$ cat src/rtl/core/scd_pkg.sv
// scd_pkg: shared types, command codes and helpers for the sump command decoder
// no dependencies; imported by scd_decoder and sump_command_decoder

package scd_pkg;

    localparam int BUFFER_DEPTH = 8192;
    localparam int COUNT_W      = 14;
    localparam int DIV_W        = 24;
    localparam int DIV_MIN      = 11;

    // short command codes
    localparam logic [7:0] CMD_RESET    = 8'h00;
    localparam logic [7:0] CMD_ARM      = 8'h01;
    localparam logic [7:0] CMD_QUERY    = 8'h02;
    localparam logic [7:0] CMD_SELFTEST = 8'h03;
    localparam logic [7:0] CMD_META     = 8'h04;

    // extended command codes, four argument bytes follow
    localparam logic [7:0] CMD_DIVIDER  = 8'h80;
    localparam logic [7:0] CMD_COUNTS   = 8'h81;
    localparam logic [7:0] CMD_FLAGS    = 8'h82;
    localparam logic [7:0] CMD_TRIG_MSK = 8'hC0;
    localparam logic [7:0] CMD_TRIG_VAL = 8'hC1;
    localparam logic [7:0] CMD_TRIG_CFG = 8'hC2;

    localparam int RLE_BIT = 6;

    typedef enum logic [2:0] {
        EV_NONE    = 3'd0,
        EV_ARM     = 3'd1,
        EV_QUERY   = 3'd2,
        EV_META    = 3'd3,
        EV_APPLIED = 3'd4,
        EV_BAD_DIV = 3'd5
    } event_t;

    typedef enum logic [2:0] {
        PH_CMD  = 3'd0,
        PH_ARG0 = 3'd1,
        PH_ARG1 = 3'd2,
        PH_ARG2 = 3'd3,
        PH_ARG3 = 3'd4
    } phase_t;

    typedef struct packed {
        event_t             evt;
        logic [7:0]         mask;
        logic [7:0]         level;
        logic [DIV_W-1:0]   divider;
        logic [COUNT_W-1:0] total;
        logic [COUNT_W-1:0] after;
        logic               rle;
    } result_t;

    // 4*(n+1), saturated at the buffer depth
    function automatic logic [COUNT_W-1:0] count_from(input logic [7:0] lo,
                                                       input logic [7:0] hi);
        logic [18:0] n;
        logic [18:0] depth;
        n     = {1'b0, hi, lo, 2'b00} + 19'd4;
        depth = 19'(BUFFER_DEPTH);
        if (n > depth)
        begin
            n = depth;
        end
        return n[COUNT_W-1:0];
    endfunction

endpackage

$ cat src/rtl/core/sump_command_decoder.sv
// sump_command_decoder: top level with input register, decoder and result register
// depends on scd_pkg and scd_decoder
//
//  channel  signals                              direction  payload
//  in       in_valid, in_stall, rx_byte          host->blk  one received byte
//  out      out_valid, out_stall, event_res ...  blk->sink  event and current settings
//
// every byte gives one result; a byte is held in the input register and is then decoded
// into the result register when out is ready, and that register drives the outputs
// one byte per cycle sustained while out is not stalled, set by the single decode stage
// reset clears the protocol phase and loads the default settings
// a stall on out holds the result; the input register still takes a byte while empty

module sump_command_decoder
    import scd_pkg::*;
(
    input  logic               clk,
    input  logic               rst_n,
    input  logic               in_valid,
    output logic               in_stall,
    input  logic [7:0]         rx_byte,
    output logic               out_valid,
    input  logic               out_stall,
    output logic [2:0]         event_res,
    output logic [7:0]         trigger_mask,
    output logic [7:0]         trigger_level,
    output logic [23:0]        clock_divider,
    output logic [13:0]        samples_total,
    output logic [13:0]        samples_after,
    output logic               rle_on
);

    logic       s1_valid_reg;
    logic [7:0] s1_byte_reg;
    logic       out_valid_reg;
    result_t    out_reg;
    result_t    dec_res;
    logic       out_ready;
    logic       fire;
    logic       in_take;

    assign out_ready = !out_valid_reg || !out_stall;
    assign in_stall  = s1_valid_reg && !out_ready;
    assign in_take   = in_valid && !in_stall;
    assign fire      = s1_valid_reg && out_ready;

    always_ff @(posedge clk or negedge rst_n)
    begin
        if (!rst_n)
        begin
            s1_valid_reg  <= 1'b0;
            out_valid_reg <= 1'b0;
        end
        else
        begin
            if (!in_stall)
            begin
                s1_valid_reg <= in_valid;
            end
            if (out_ready)
            begin
                out_valid_reg <= s1_valid_reg;
            end
        end
    end

    always_ff @(posedge clk)
    begin
        if (in_take)
        begin
            s1_byte_reg <= rx_byte;
        end
        if (fire)
        begin
            out_reg <= dec_res;
        end
    end

    scd_decoder u_decoder (
        .clk     (clk),
        .rst_n   (rst_n),
        .fire    (fire),
        .rx_byte (s1_byte_reg),
        .res     (dec_res)
    );

    assign out_valid     = out_valid_reg;
    assign event_res     = out_reg.evt;
    assign trigger_mask  = out_reg.mask;
    assign trigger_level = out_reg.level;
    assign clock_divider = out_reg.divider;
    assign samples_total = out_reg.total;
    assign samples_after = out_reg.after;
    assign rle_on        = out_reg.rle;

    a_no_drop: assert property (@(posedge clk) disable iff (!rst_n)
        in_stall |-> (s1_valid_reg && out_valid_reg))
        else $error("input stalled with free space in pipeline");

    a_fire_fill: assert property (@(posedge clk) disable iff (!rst_n)
        fire |=> out_valid_reg)
        else $error("decoded byte did not reach result register");

endmodule

$ cat src/rtl/core/scd_decoder.sv
// scd_decoder: protocol state, argument bytes and stored settings
// depends on scd_pkg; one byte is decoded whenever fire is high

module scd_decoder
    import scd_pkg::*;
(
    input  logic       clk,
    input  logic       rst_n,
    input  logic       fire,
    input  logic [7:0] rx_byte,
    output result_t    res
);

    phase_t             phase_reg, phase_next;
    logic [7:0]         cmd_reg, cmd_next;
    logic [7:0]         arg_reg [4];
    logic [7:0]         arg_next [4];
    logic [7:0]         mask_reg, mask_next;
    logic [7:0]         level_reg, level_next;
    logic [DIV_W-1:0]   div_reg, div_next;
    logic [COUNT_W-1:0] total_reg, total_next;
    logic [COUNT_W-1:0] after_reg, after_next;
    logic               rle_reg, rle_next;
    event_t             evt;

    always_ff @(posedge clk or negedge rst_n)
    begin
        if (!rst_n)
        begin
            phase_reg <= PH_CMD;
            cmd_reg   <= 8'h00;
            for (int i = 0; i < 4; i++)
            begin
                arg_reg[i] <= 8'h00;
            end
            mask_reg  <= 8'h00;
            level_reg <= 8'h00;
            div_reg   <= DIV_W'(DIV_MIN);
            total_reg <= COUNT_W'(BUFFER_DEPTH);
            after_reg <= '0;
            rle_reg   <= 1'b0;
        end
        else if (fire)
        begin
            phase_reg <= phase_next;
            cmd_reg   <= cmd_next;
            for (int i = 0; i < 4; i++)
            begin
                arg_reg[i] <= arg_next[i];
            end
            mask_reg  <= mask_next;
            level_reg <= level_next;
            div_reg   <= div_next;
            total_reg <= total_next;
            after_reg <= after_next;
            rle_reg   <= rle_next;
        end
    end

    always_comb
    begin
        phase_next = phase_reg;
        cmd_next   = cmd_reg;
        for (int i = 0; i < 4; i++)
        begin
            arg_next[i] = arg_reg[i];
        end
        mask_next  = mask_reg;
        level_next = level_reg;
        div_next   = div_reg;
        total_next = total_reg;
        after_next = after_reg;
        rle_next   = rle_reg;
        evt        = EV_NONE;

        unique case (phase_reg)
            PH_CMD:
            begin
                cmd_next = rx_byte;
                unique case (rx_byte)
                    CMD_ARM:   evt = EV_ARM;
                    CMD_QUERY: evt = EV_QUERY;
                    CMD_META:  evt = EV_META;
                    CMD_DIVIDER, CMD_COUNTS, CMD_FLAGS,
                    CMD_TRIG_MSK, CMD_TRIG_VAL, CMD_TRIG_CFG:
                        phase_next = PH_ARG0;
                    // reset and self test change nothing
                    default: ;
                endcase
            end
            PH_ARG0:
            begin
                arg_next[0] = rx_byte;
                phase_next  = PH_ARG1;
            end
            PH_ARG1:
            begin
                arg_next[1] = rx_byte;
                phase_next  = PH_ARG2;
            end
            PH_ARG2:
            begin
                arg_next[2] = rx_byte;
                phase_next  = PH_ARG3;
            end
            PH_ARG3:
            begin
                arg_next[3] = rx_byte;
                phase_next  = PH_CMD;
                evt         = EV_APPLIED;
                unique case (cmd_reg)
                    CMD_TRIG_MSK: mask_next  = arg_reg[0];
                    CMD_TRIG_VAL: level_next = arg_reg[0];
                    CMD_TRIG_CFG: ;
                    CMD_DIVIDER:
                    begin
                        div_next = {arg_reg[2], arg_reg[1], arg_reg[0]};
                        if (div_next < DIV_W'(DIV_MIN) || div_next[DIV_W-1:16] != '0)
                        begin
                            evt = EV_BAD_DIV;
                        end
                    end
                    CMD_COUNTS:
                    begin
                        total_next = count_from(arg_reg[0], arg_reg[1]);
                        after_next = count_from(arg_reg[2], rx_byte);
                    end
                    CMD_FLAGS: rle_next = arg_reg[1][RLE_BIT];
                    default:   evt = EV_NONE;
                endcase
            end
            default: phase_next = PH_CMD;
        endcase

        res.evt     = evt;
        res.mask    = mask_next;
        res.level   = level_next;
        res.divider = div_next;
        res.total   = total_next;
        res.after   = after_next;
        res.rle     = rle_next;
    end

    a_phase_range: assert property (@(posedge clk) disable iff (!rst_n)
        phase_reg == PH_CMD || phase_reg == PH_ARG0 || phase_reg == PH_ARG1 ||
        phase_reg == PH_ARG2 || phase_reg == PH_ARG3)
        else $error("decoder phase out of range");

    a_apply_last: assert property (@(posedge clk) disable iff (!rst_n)
        (evt == EV_APPLIED || evt == EV_BAD_DIV) |-> phase_reg == PH_ARG3)
        else $error("setting applied before last argument byte");

    a_bad_div: assert property (@(posedge clk) disable iff (!rst_n)
        (fire && evt == EV_BAD_DIV) |=> (div_reg < DIV_W'(DIV_MIN) || div_reg[DIV_W-1:16] != '0))
        else $error("divider rejected but stored value in range");

    a_cmd_events: assert property (@(posedge clk) disable iff (!rst_n)
        (evt == EV_ARM || evt == EV_QUERY || evt == EV_META) |-> phase_reg == PH_CMD)
        else $error("short command event outside command phase");

endmodule
$ cat config.mk
export PLATFORM = sky130hd
export DESIGN_NAME = sump_command_decoder
export DESIGN_NICKNAME = d
export VERILOG_FILES = /design/src/rtl/core/scd_pkg.sv /design/src/rtl/core/sump_command_decoder.sv /design/src/rtl/core/scd_decoder.sv
export SDC_FILE = /design/constraint.sdc
export NUM_CORES = 1
export LEC_CHECK = 0
export ABC_AREA = 1
export BUFFER_PORTS_ARGS = -buffer_cell sky130_fd_sc_hd__clkbuf_2
export CAP_MARGIN = 20
export CORE_AREA = 2 2 141 143
export CTS_BUF_LIST = sky130_fd_sc_hd__clkbuf_2 sky130_fd_sc_hd__clkbuf_4 sky130_fd_sc_hd__clkbuf_8
export DETAILED_ROUTE_END_ITERATION = 16
export DIE_AREA = 0 0 143 145
export PLACE_DENSITY_LB_ADDON = 0.05
export SYNTH_ARGS = -nofsm -noshare
export SYNTH_HDL_FRONTEND = slang
export SYNTH_SLANG_ARGS = --single-unit
$ cat constraint.sdc
create_clock -name clk -period 4.3 [get_ports clk]
set_clock_uncertainty 0.05 [all_clocks]
set_input_delay 1.29 -clock clk [delete_from_list [all_inputs] [get_ports clk]]
set_output_delay 1.29 -clock clk [all_outputs]
set_load 0.01 [all_outputs]
==> After elaboration in Yosys (flattened, before gate mapping) <==
Index checks and enable logic that the tools add are counted.
{ "totals": {"reg_bits": 186, "latchBits": 0, "ram_bits": 0, "mem_bits_ro": 0, "inputBits": 12, "out_inout_bits": 74, "wordCells": 84, "memories": 0} }
{ "op_classes": {"n_addsub": 2, "multipliers": 0, "div": 0, "n_lt_le_gt_ge": 3, "eq_ne": 20, "shift": 0, "mux": 20, "n_bitwise": 0, "reduce_logical": 18} }
{ "ops": {"columns": ["op", "n"], "rows": [
  ["equality test 8 bit (second input constant)", 12],
  ["2-to-1 mux 14 bit", 6],
  ["2-to-1 mux 24 bit", 2],
  ["adder 18 x 3 -> 19 bit (second input constant)", 2],
  ["greater-than comparator 19 x 14 -> 1 bit (second input constant)", 2],
  ["2-to-1 mux 8 bit", 4],
  ["less-than comparator 24 x 4 -> 1 bit (second input constant)", 1],
  ["case mux 3 bit (2 select lines)", 2],
  ["case mux 3 bit (4 select lines)", 1],
  ["AND reduction 2 bit", 5],
  ["equality test 8 x 1 -> 1 bit (second input constant)", 1],
  ["equality test 8 x 2 -> 1 bit (second input constant)", 1],
  ["equality test 8 x 3 -> 1 bit (second input constant)", 1],
  ["nonzero test 8 bit", 1],
  ["equality test 3 x 2 -> 1 bit (second input constant)", 2],
  ["case mux 2 bit (3 select lines)", 1],
  ["OR reduction 6 bit", 1],
  ["OR reduction 5 bit", 1],
  ["logical NOT 1 bit", 4],
  ["equality test 3 x 1 -> 1 bit (second input constant)", 1],
  ["equality test 3 bit (second input constant)", 1],
  ["logical AND 1 bit", 3],
  ["logical NOT 3 bit", 1],
  ["2-to-1 mux 1 bit", 3],
  ["3 further kinds", 4]
]} }

==> Longest topological paths before layout <==
Gate-level depths: netlist of the first run.
{ "depth": {"depth_word": 6, "depth_mapped": 13, "depth_no_buf": 12} }

==> Modules after synthesis <==
Synthesis of the first run repeated with hierarchy kept, for this count alone.
{ "unflattened": {"cells_unflattened": 973, "hier_area_um2": 8530.7} }
{ "modules_own_cells": {"columns": ["mod", "n_inst", "cells_each", "area_per_inst_um2", "seq_area_each_um2"], "rows": [
  ["scd_decoder", 1, 881, 6033.3, 2607.5],
  ["sump_command_decoder", 1, 92, 2497.4, 2452.4]
]} }

==> Worst setup path before layout of the first run <==
Ideal clock, no wire load.
{ "synth_path": {"path_type": "input -> register", "from": "input out_stall", "to": "register out_reg (netlist bit clock_divider[0]) (enable)", "setup_ns": 0.464, "arrival_ns": 4.129, "t_required_ns": 3.786, "path_slack_ns": -0.343, "stages": 6, "cell_sequence": "nand2_1 -> nand2_1 -> buf_2 -> inv_1 -> clkbuf_1 -> buf_1"} }
{ "synth_between": {"elab_chain_len": 3} }
{ "synth_rtl": {"columns": ["element", "line_no", "source"], "rows": [
  ["from (decl)", "sump_command_decoder.sv:23", "input logic out_stall,"],
  ["logical NOT 1 bit", "sump_command_decoder.sv:42", "assign out_ready = !out_valid_reg || !out_stall;"],
  ["logical OR 1 bit", "sump_command_decoder.sv:42", null],
  ["logical AND 1 bit", "sump_command_decoder.sv:45", "assign fire = s1_valid_reg && out_ready;"],
  ["via fire", "sump_command_decoder.sv:39", "logic fire;"],
  ["to (signal assigned)", "sump_command_decoder.sv:75", "out_reg <= dec_res;"],
  ["to (decl)", "sump_command_decoder.sv:36", "result_t out_reg;"]
]} }
The timed path passes the listed nets, and every way through them passes these cells.
A chain may end at the register's enable or synchronous reset.

==> Worst setup path in the final report of the first run <==
{ "layout_path": {"from": "input out_stall", "to": "output in_stall"} }
{ "layout_between": {"elab_chain_len": 4} }
{ "layout_rtl": {"columns": ["element", "line_no", "source"], "rows": [
  ["logical NOT 1 bit", "sump_command_decoder.sv:42", null],
  ["logical OR 1 bit", "sump_command_decoder.sv:42", null],
  ["logical NOT 1 bit", "sump_command_decoder.sv:43", "assign in_stall = s1_valid_reg && !out_ready;"],
  ["logical AND 1 bit", "sump_command_decoder.sv:43", null],
  ["to (decl)", "sump_command_decoder.sv:20", "output logic in_stall,"]
]} }
No other way between the ends.

==> out/qor.csv, run 1 <==
metric,value,unit
run status,"complete, no violations",
largest net degree at the start of global routing,147,
Worst VDD drop,0.000273,V
Avg Inst Size Synth,8.74,um2
Worst Path Required,2960,ps
Num CTS Buffers,17,
# rows,51,
Synth cell types,36,
Slew Limit Fails,0,
GRT Resource Usage Total,0.195,
clk sinks,186,
grt ovf,0,
Startpoint Class,input port,
relative slew slack,0.423,
actual slew at the worst max-slew pin,866,ps
syn nets,994,
PortBufs,85,
Post-CTS Hold Fix Bufs,0,
leakage,4.52,nW
Hold Path Class,reg -> reg,
CP dominant cell by count,clkbuf_2,
WL/cell,14.4,um
Worst Path Arrival,1700,ps
MaxCap Viol Count,0,
TNS Setup,0,ps
WL final,19200,um
Layout Nets,1067,
Post-synth EDFFs,80,
Gate Count Post-Synth,978,
Final Worst Setup Slack,1260,ps
final non-filler cell total,1329,
total iterations of the first detailed-routing run,6,
FMAX,0.329,GHz
"Setup violations, final",0,
nature of the critical path endpoint,output port,
PwrDens,501,nW/um2
first-pass GRT wire length,31400,um
Synth warnings,0,
initial antenna violation count,0,
"Max FO, Critical Path",3,
RD Place Congestion,0.886,
CTS tree,built,
CTS Root Buffer Type,clkbuf_8,
Post-CTS Setup Repair Bufs,0,
dpl hpwl,13200,um
vias in the first global route,5990,
Clock Path Buffers,2,
Syn Std Cell Area,8540,um2
DR vias,6530,
Die Width,143,um
IO Pins,86,
CTS H-tree depth,4,
Worst-Skew Late Latency,460,ps
placed insts,1297,
post-cts resize count,0,
DP Worst Slack,1230,ps
RSZ-0062 raised after global routing,no,
proportion of layout cells with a drive suffix above 1,0.142,
effective utilization at floorplan,0.445,
"FFs w/ async S/R, synth",0.570,
Syn-to-layout area delta,13.0,%
DRC,0,
die height,145,um
core area,19200,um2
Clock transition at path regs,90,ps
Worst path max stage delay,150,ps
post-synthesis register bit count,186,
critical setup path kind,in -> out,
period utilization,0.706,
ANT cells,0,
crit-path cells,"clkbuf_2, nand2_1, nor2_1, clkbuf_2",
Antenna Nets Post-Route,0,
Die ar.,20700,um2
Layout fillers,1840,
register area share after synthesis,0.592,
critical-path cell with the highest stage delay,clkbuf_2,
shortest period the worst path allows,3040,ps
final hold violation count,0,
Vias/cell,4.91,
First DRT Iteration DRCs,413,
ys flop type,dfrtp_1,
-- path summary, 6_finish.rpt --
path	endpoint	cells past startpoint	slack, ps	from
hold / removal	u_decoder.after_reg[0]	2	430	u_decoder.after_reg[0]
max in group asynchronous	u_decoder.total_reg[8]	2	2600	rst_n
setup reg to reg	samples_total[12]	11	1650	u_decoder.arg_reg[25]
setup / recovery	in_stall	4	1260	out_stall
hold reg to reg	u_decoder.after_reg[0]	2	430	u_decoder.after_reg[0]
min in group asynchronous	u_decoder.mask_reg[6]	1	830	rst_n
-- worst max-delay path, delay by kind of cell --
family                 cells  cell delay (ps)
and+or+nand+nor            2              180
buffers and inverters      2              220
-- metrics by stage --
stage	area [um2]	power, mW	hold slack (ps)	util
final	9650	4.83	425	0.503
after global routing	9650	5.15	448	0.503
after CTS	9650	4.88	428	0.503
after detailed placement	9210	3.60	404	0.480
after global placement	9210	3.60	401	0.480
after floorplan	8550	3.20	386	-
-- kinds of logic after synthesis --
| group | share of synthesized area |
|---|---|
| and+or+nand+nor | 0.266 |
| AOI/OAI and AO/OA | 0.0675 |
| DFF | 0.592 |
| adders and majority gates | 0.00586 |
| buffers and inverters | 0.0614 |
| xor gates and xnor gates | 0.00718 |
-- Yosys cell counts, types with 2 or more instances --
cell type  count  area share
nand3_1       43       0.025
edfxtp_1      80        0.28
dfrtp_1      102        0.30
buf_1          7      0.0031
nor2_4         2      0.0026
buf_2         11      0.0064
nor2_2         7      0.0051
nor4_2         2      0.0029
inv_1         86       0.038
nor4_1         5      0.0037
a21oi_1       21       0.012
nand4_1       30       0.022
xor2_1         6      0.0062
nor2_1        76       0.033
o21ai_1       19       0.011
a31oi_1        2      0.0015
nor3_1         5      0.0029
nand2_1      356        0.16
dfstp_2        4       0.012
inv_2          4      0.0018
o21ai_0       68       0.040
clkbuf_1      17      0.0075
buf_4          4      0.0035
ha_1           4      0.0059
nand3b_1       6      0.0053
-- cell type report --
class                   instances  area, um2  area share
clock buffers                  21        283      0.0293
clock inverters                11        156      0.0162
inverters                      90        340      0.0353
multi-input cells             662       2960       0.307
flip-flops and latches        186       5060       0.524
well taps                     265        332      0.0344
repair buffers                 94        520      0.0539
-- cell usage in the layout (no fill, tap or decap), types with 5 or more instances in the layout --
cell / count
a21oi_1: 21
buf_4: 8
clkbuf_2: 84
clkbuf_8: 20
dfrtp_1: 102
edfxtp_1: 80
inv_1: 85
nand2_1: 356
nand3_1: 43
nand3b_1: 6
nand4_1: 30
nor2_1: 76
nor2_2: 7
nor3_1: 5
nor4_1: 5
o21ai_0: 68
o21ai_1: 19
xor2_1: 6
-- power by group --
group	internal [mW]	switching, mW
clock network	0.639	0.640
registers	2.17	0.287
logic	0.326	0.775
total	3.13	1.70
-- routing by layer --
metal  global-route usage  wire length [um]  vias up
met5                    0                 0        -
met4               0.0574               237        0
met3               0.0370               704       18
met2                0.301              9150      132
met1                0.280              9080     3057
li1                     -                 -     3323
Note: power is estimated with default switching activity, not from simulation.
==> inputs of run 2 (changes only) <==
- ABC_AREA: 1 -> 0
- clock period: 4.3 -> 3.05 ns (I/O delays scaled with it)
==> out/qor.csv, run 2 <==
metric,value,unit,change
first-pass GRT wire length,30900,um,-1.5%
Hold Path Class,in -> async,,
period utilization,0.930,,
DR vias,5496,,-16%
syn nets,681,,-31%
Post-CTS Setup Repair Bufs,0,,unchanged
relative slew slack,0.329,,-0.0938
WL final,19000,um,-1.1%
post-synthesis register bit count,186,,unchanged
run status,"complete, no violations",,
Worst Path Required,3200,ps,+240 ps
PwrDens,684,nW/um2,+37%
MaxCap Viol Count,0,,unchanged
crit-path cells,"nand2_1, nor4_1, xnor2_1, o311ai_2, o31ai_1",,
core area,19200,um2,unchanged
Syn-to-layout area delta,13.7,%,
Post-synth EDFFs,80,,unchanged
GRT Resource Usage Total,0.192,,-0.00207
shortest period the worst path allows,2840,ps,
FMAX,0.352,GHz,
ANT cells,0,,unchanged
vias in the first global route,5544,,-7.4%
Synth warnings,0,,unchanged
grt ovf,0,,unchanged
ys flop type,dfrtp_1,,
register area share after synthesis,0.596,,+0.00340
Syn Std Cell Area,8500,um2,-0.57%
Post-CTS Hold Fix Bufs,0,,unchanged
critical setup path kind,reg -> reg,,
most common cell in the netlist,dfrtp_1,,
Vias/cell,5.35,,+8.9%
total iterations of the first detailed-routing run,4,,-2
initial antenna violation count,0,,unchanged
final hold violation count,0,,unchanged
most common library cell in the layout ignoring fill and taps,dfrtp_1,,
clk sinks,186,,unchanged
fin util,0.503,,about the same
Die Width,143,um,unchanged
Slew Limit Fails,0,,unchanged
"Setup violations, final",0,,unchanged
critical-path cell with the highest stage delay,o311ai_2,,
most frequent cells in the layout,"dfrtp_1, mux2_2, clkbuf_2",,
most instantiated cells after synthesis,"dfrtp_1, mux2_2, nand2_1",,
die height,145,um,unchanged
Worst-Skew Late Latency,480,ps,+20 ps
share of the synthesized area in the top cell type,0.300,,+0.00172
Worst path max stage delay,930,ps,+780 ps
largest net degree at the start of global routing,45,,-69%
final non-filler cell total,1027,,-23%
TNS Setup,0,ps,unchanged
effective utilization at floorplan,0.442,,-0.00254
Setup crit start,u_decoder.arg_reg[11],,
"FFs w/ async S/R, synth",0.570,,unchanged
Clock Path Buffers,2,,unchanged
PortBufs,85,,unchanged
cell taking the most area after synthesis,dfrtp_1,,
CTS Root Buffer Type,clkbuf_8,,
post-cts resize count,0,,unchanged
Worst VDD drop,0.000344,V,+26%
Gate Count Post-Synth,665,,-32%
WL/cell,18.5,um,+28%
RD Place Congestion,0.904,,+2.1%
worst hold slack,376,ps,-49.5 ps
CTS H-tree depth,4,,unchanged
IO Pins,86,,unchanged
Layout fillers,1705,,-7.3%
leakage,4.06,nW,-10%
CTS tree,built,,
Antenna Nets Post-Route,0,,unchanged
Synth area leaders,"dfrtp_1, edfxtp_1, mux2_2",,
Avg Inst Size Synth,12.8,um2,+46%
Layout Nets,765,,-28%
proportion of layout cells with a drive suffix above 1,0.349,,+0.207
nature of the critical path endpoint,register,,
dpl hpwl,13100,um,-0.93%
actual slew at the worst max-slew pin,1000,ps,+139 ps
Startpoint Class,register,,
Num CTS Buffers,17,,unchanged
DRC,0,,unchanged
Die ar.,20700,um2,unchanged
Synth cell types,57,,+58%
placed insts,995,,-23%
Worst Path Arrival,2980,ps,+1280 ps
"Max FO, Critical Path",14,,+11
RSZ-0062 raised after global routing,no,,
Reg-to-Reg Start,u_decoder.arg_reg[11],,
# rows,51,,unchanged
First DRT Iteration DRCs,368,,-11%
Clock transition at path regs,110,ps,+20 ps
run 2: cell families (layout without fill, tap and decap cells):
logic type                 after synthesis  after routing  synth area share
adders and majority gates                4              4           0.00589
muxes                                  109            109             0.144
DFF                                    186            186             0.596
and+or+nand+nor                        198            198             0.119
AOI/OAI and AO/OA                       85             85            0.0809
buffers and inverters                   61            158            0.0317
xor gates and xnor gates                22             22            0.0227
run 2: cell type report:
class	count	area, um2	share of cell area
sequential	186	5060	0.524
multi-input combinational	418	3170	0.328
timing repair buffer	113	663	0.0687
tap	265	332	0.0343
clock buffer	17	234	0.0242
clock inverter	15	154	0.0159
inverter	13	50.0	0.00518
run 2: path summary, 6_finish.rpt:
check                                    endpoint  slack [ps]  cells past startpoint
max                              samples_after[3]         210                      5
min                        u_decoder.level_reg[1]         380                      1
max reg2reg                      samples_after[3]         210                      5
min reg2reg                u_decoder.after_reg[0]         430                      1
max in group asynchronous    u_decoder.div_reg[3]        1820                      2
min in group clk           u_decoder.after_reg[0]         430                      1
run 2: through the flow:
step	setup WS [ps]	cell area, um2	power [mW]
global route	21.3	9660	6.98
floorplan	249	8500	4.40
finish	212	9660	6.61
detailed placement	262	9270	5.02
global placement	354	9270	4.97
CTS	254	9660	6.66
run 2: report_power, final:
part	total (mW)	leakage, nW	switching (mW)	internal [mW]
logic	1.52	1.68	0.876	0.645
clock network	1.64	0.195	0.964	0.679
registers	3.45	2.19	0.517	2.93
total	6.61	4.06	2.36	4.25
run 2: critical path: cells and delay by family, from the launching register on:
kind	cells	cell delay (ps)
DFF	1	560
AOI/OAI and AO/OA	2	1140
xor gates and xnor gates	1	230
and+or+nand+nor	2	580
run 2: metal layers:
layer / global-route usage / share of wire / up-vias
met3: 0.0383 / 0.037 / 9
met2: 0.296 / 0.47 / 128
li1: - / - / 2592
met5: 0 / 0 / -
met4: 0.0520 / 0.0068 / 0
met1: 0.279 / 0.49 / 2767
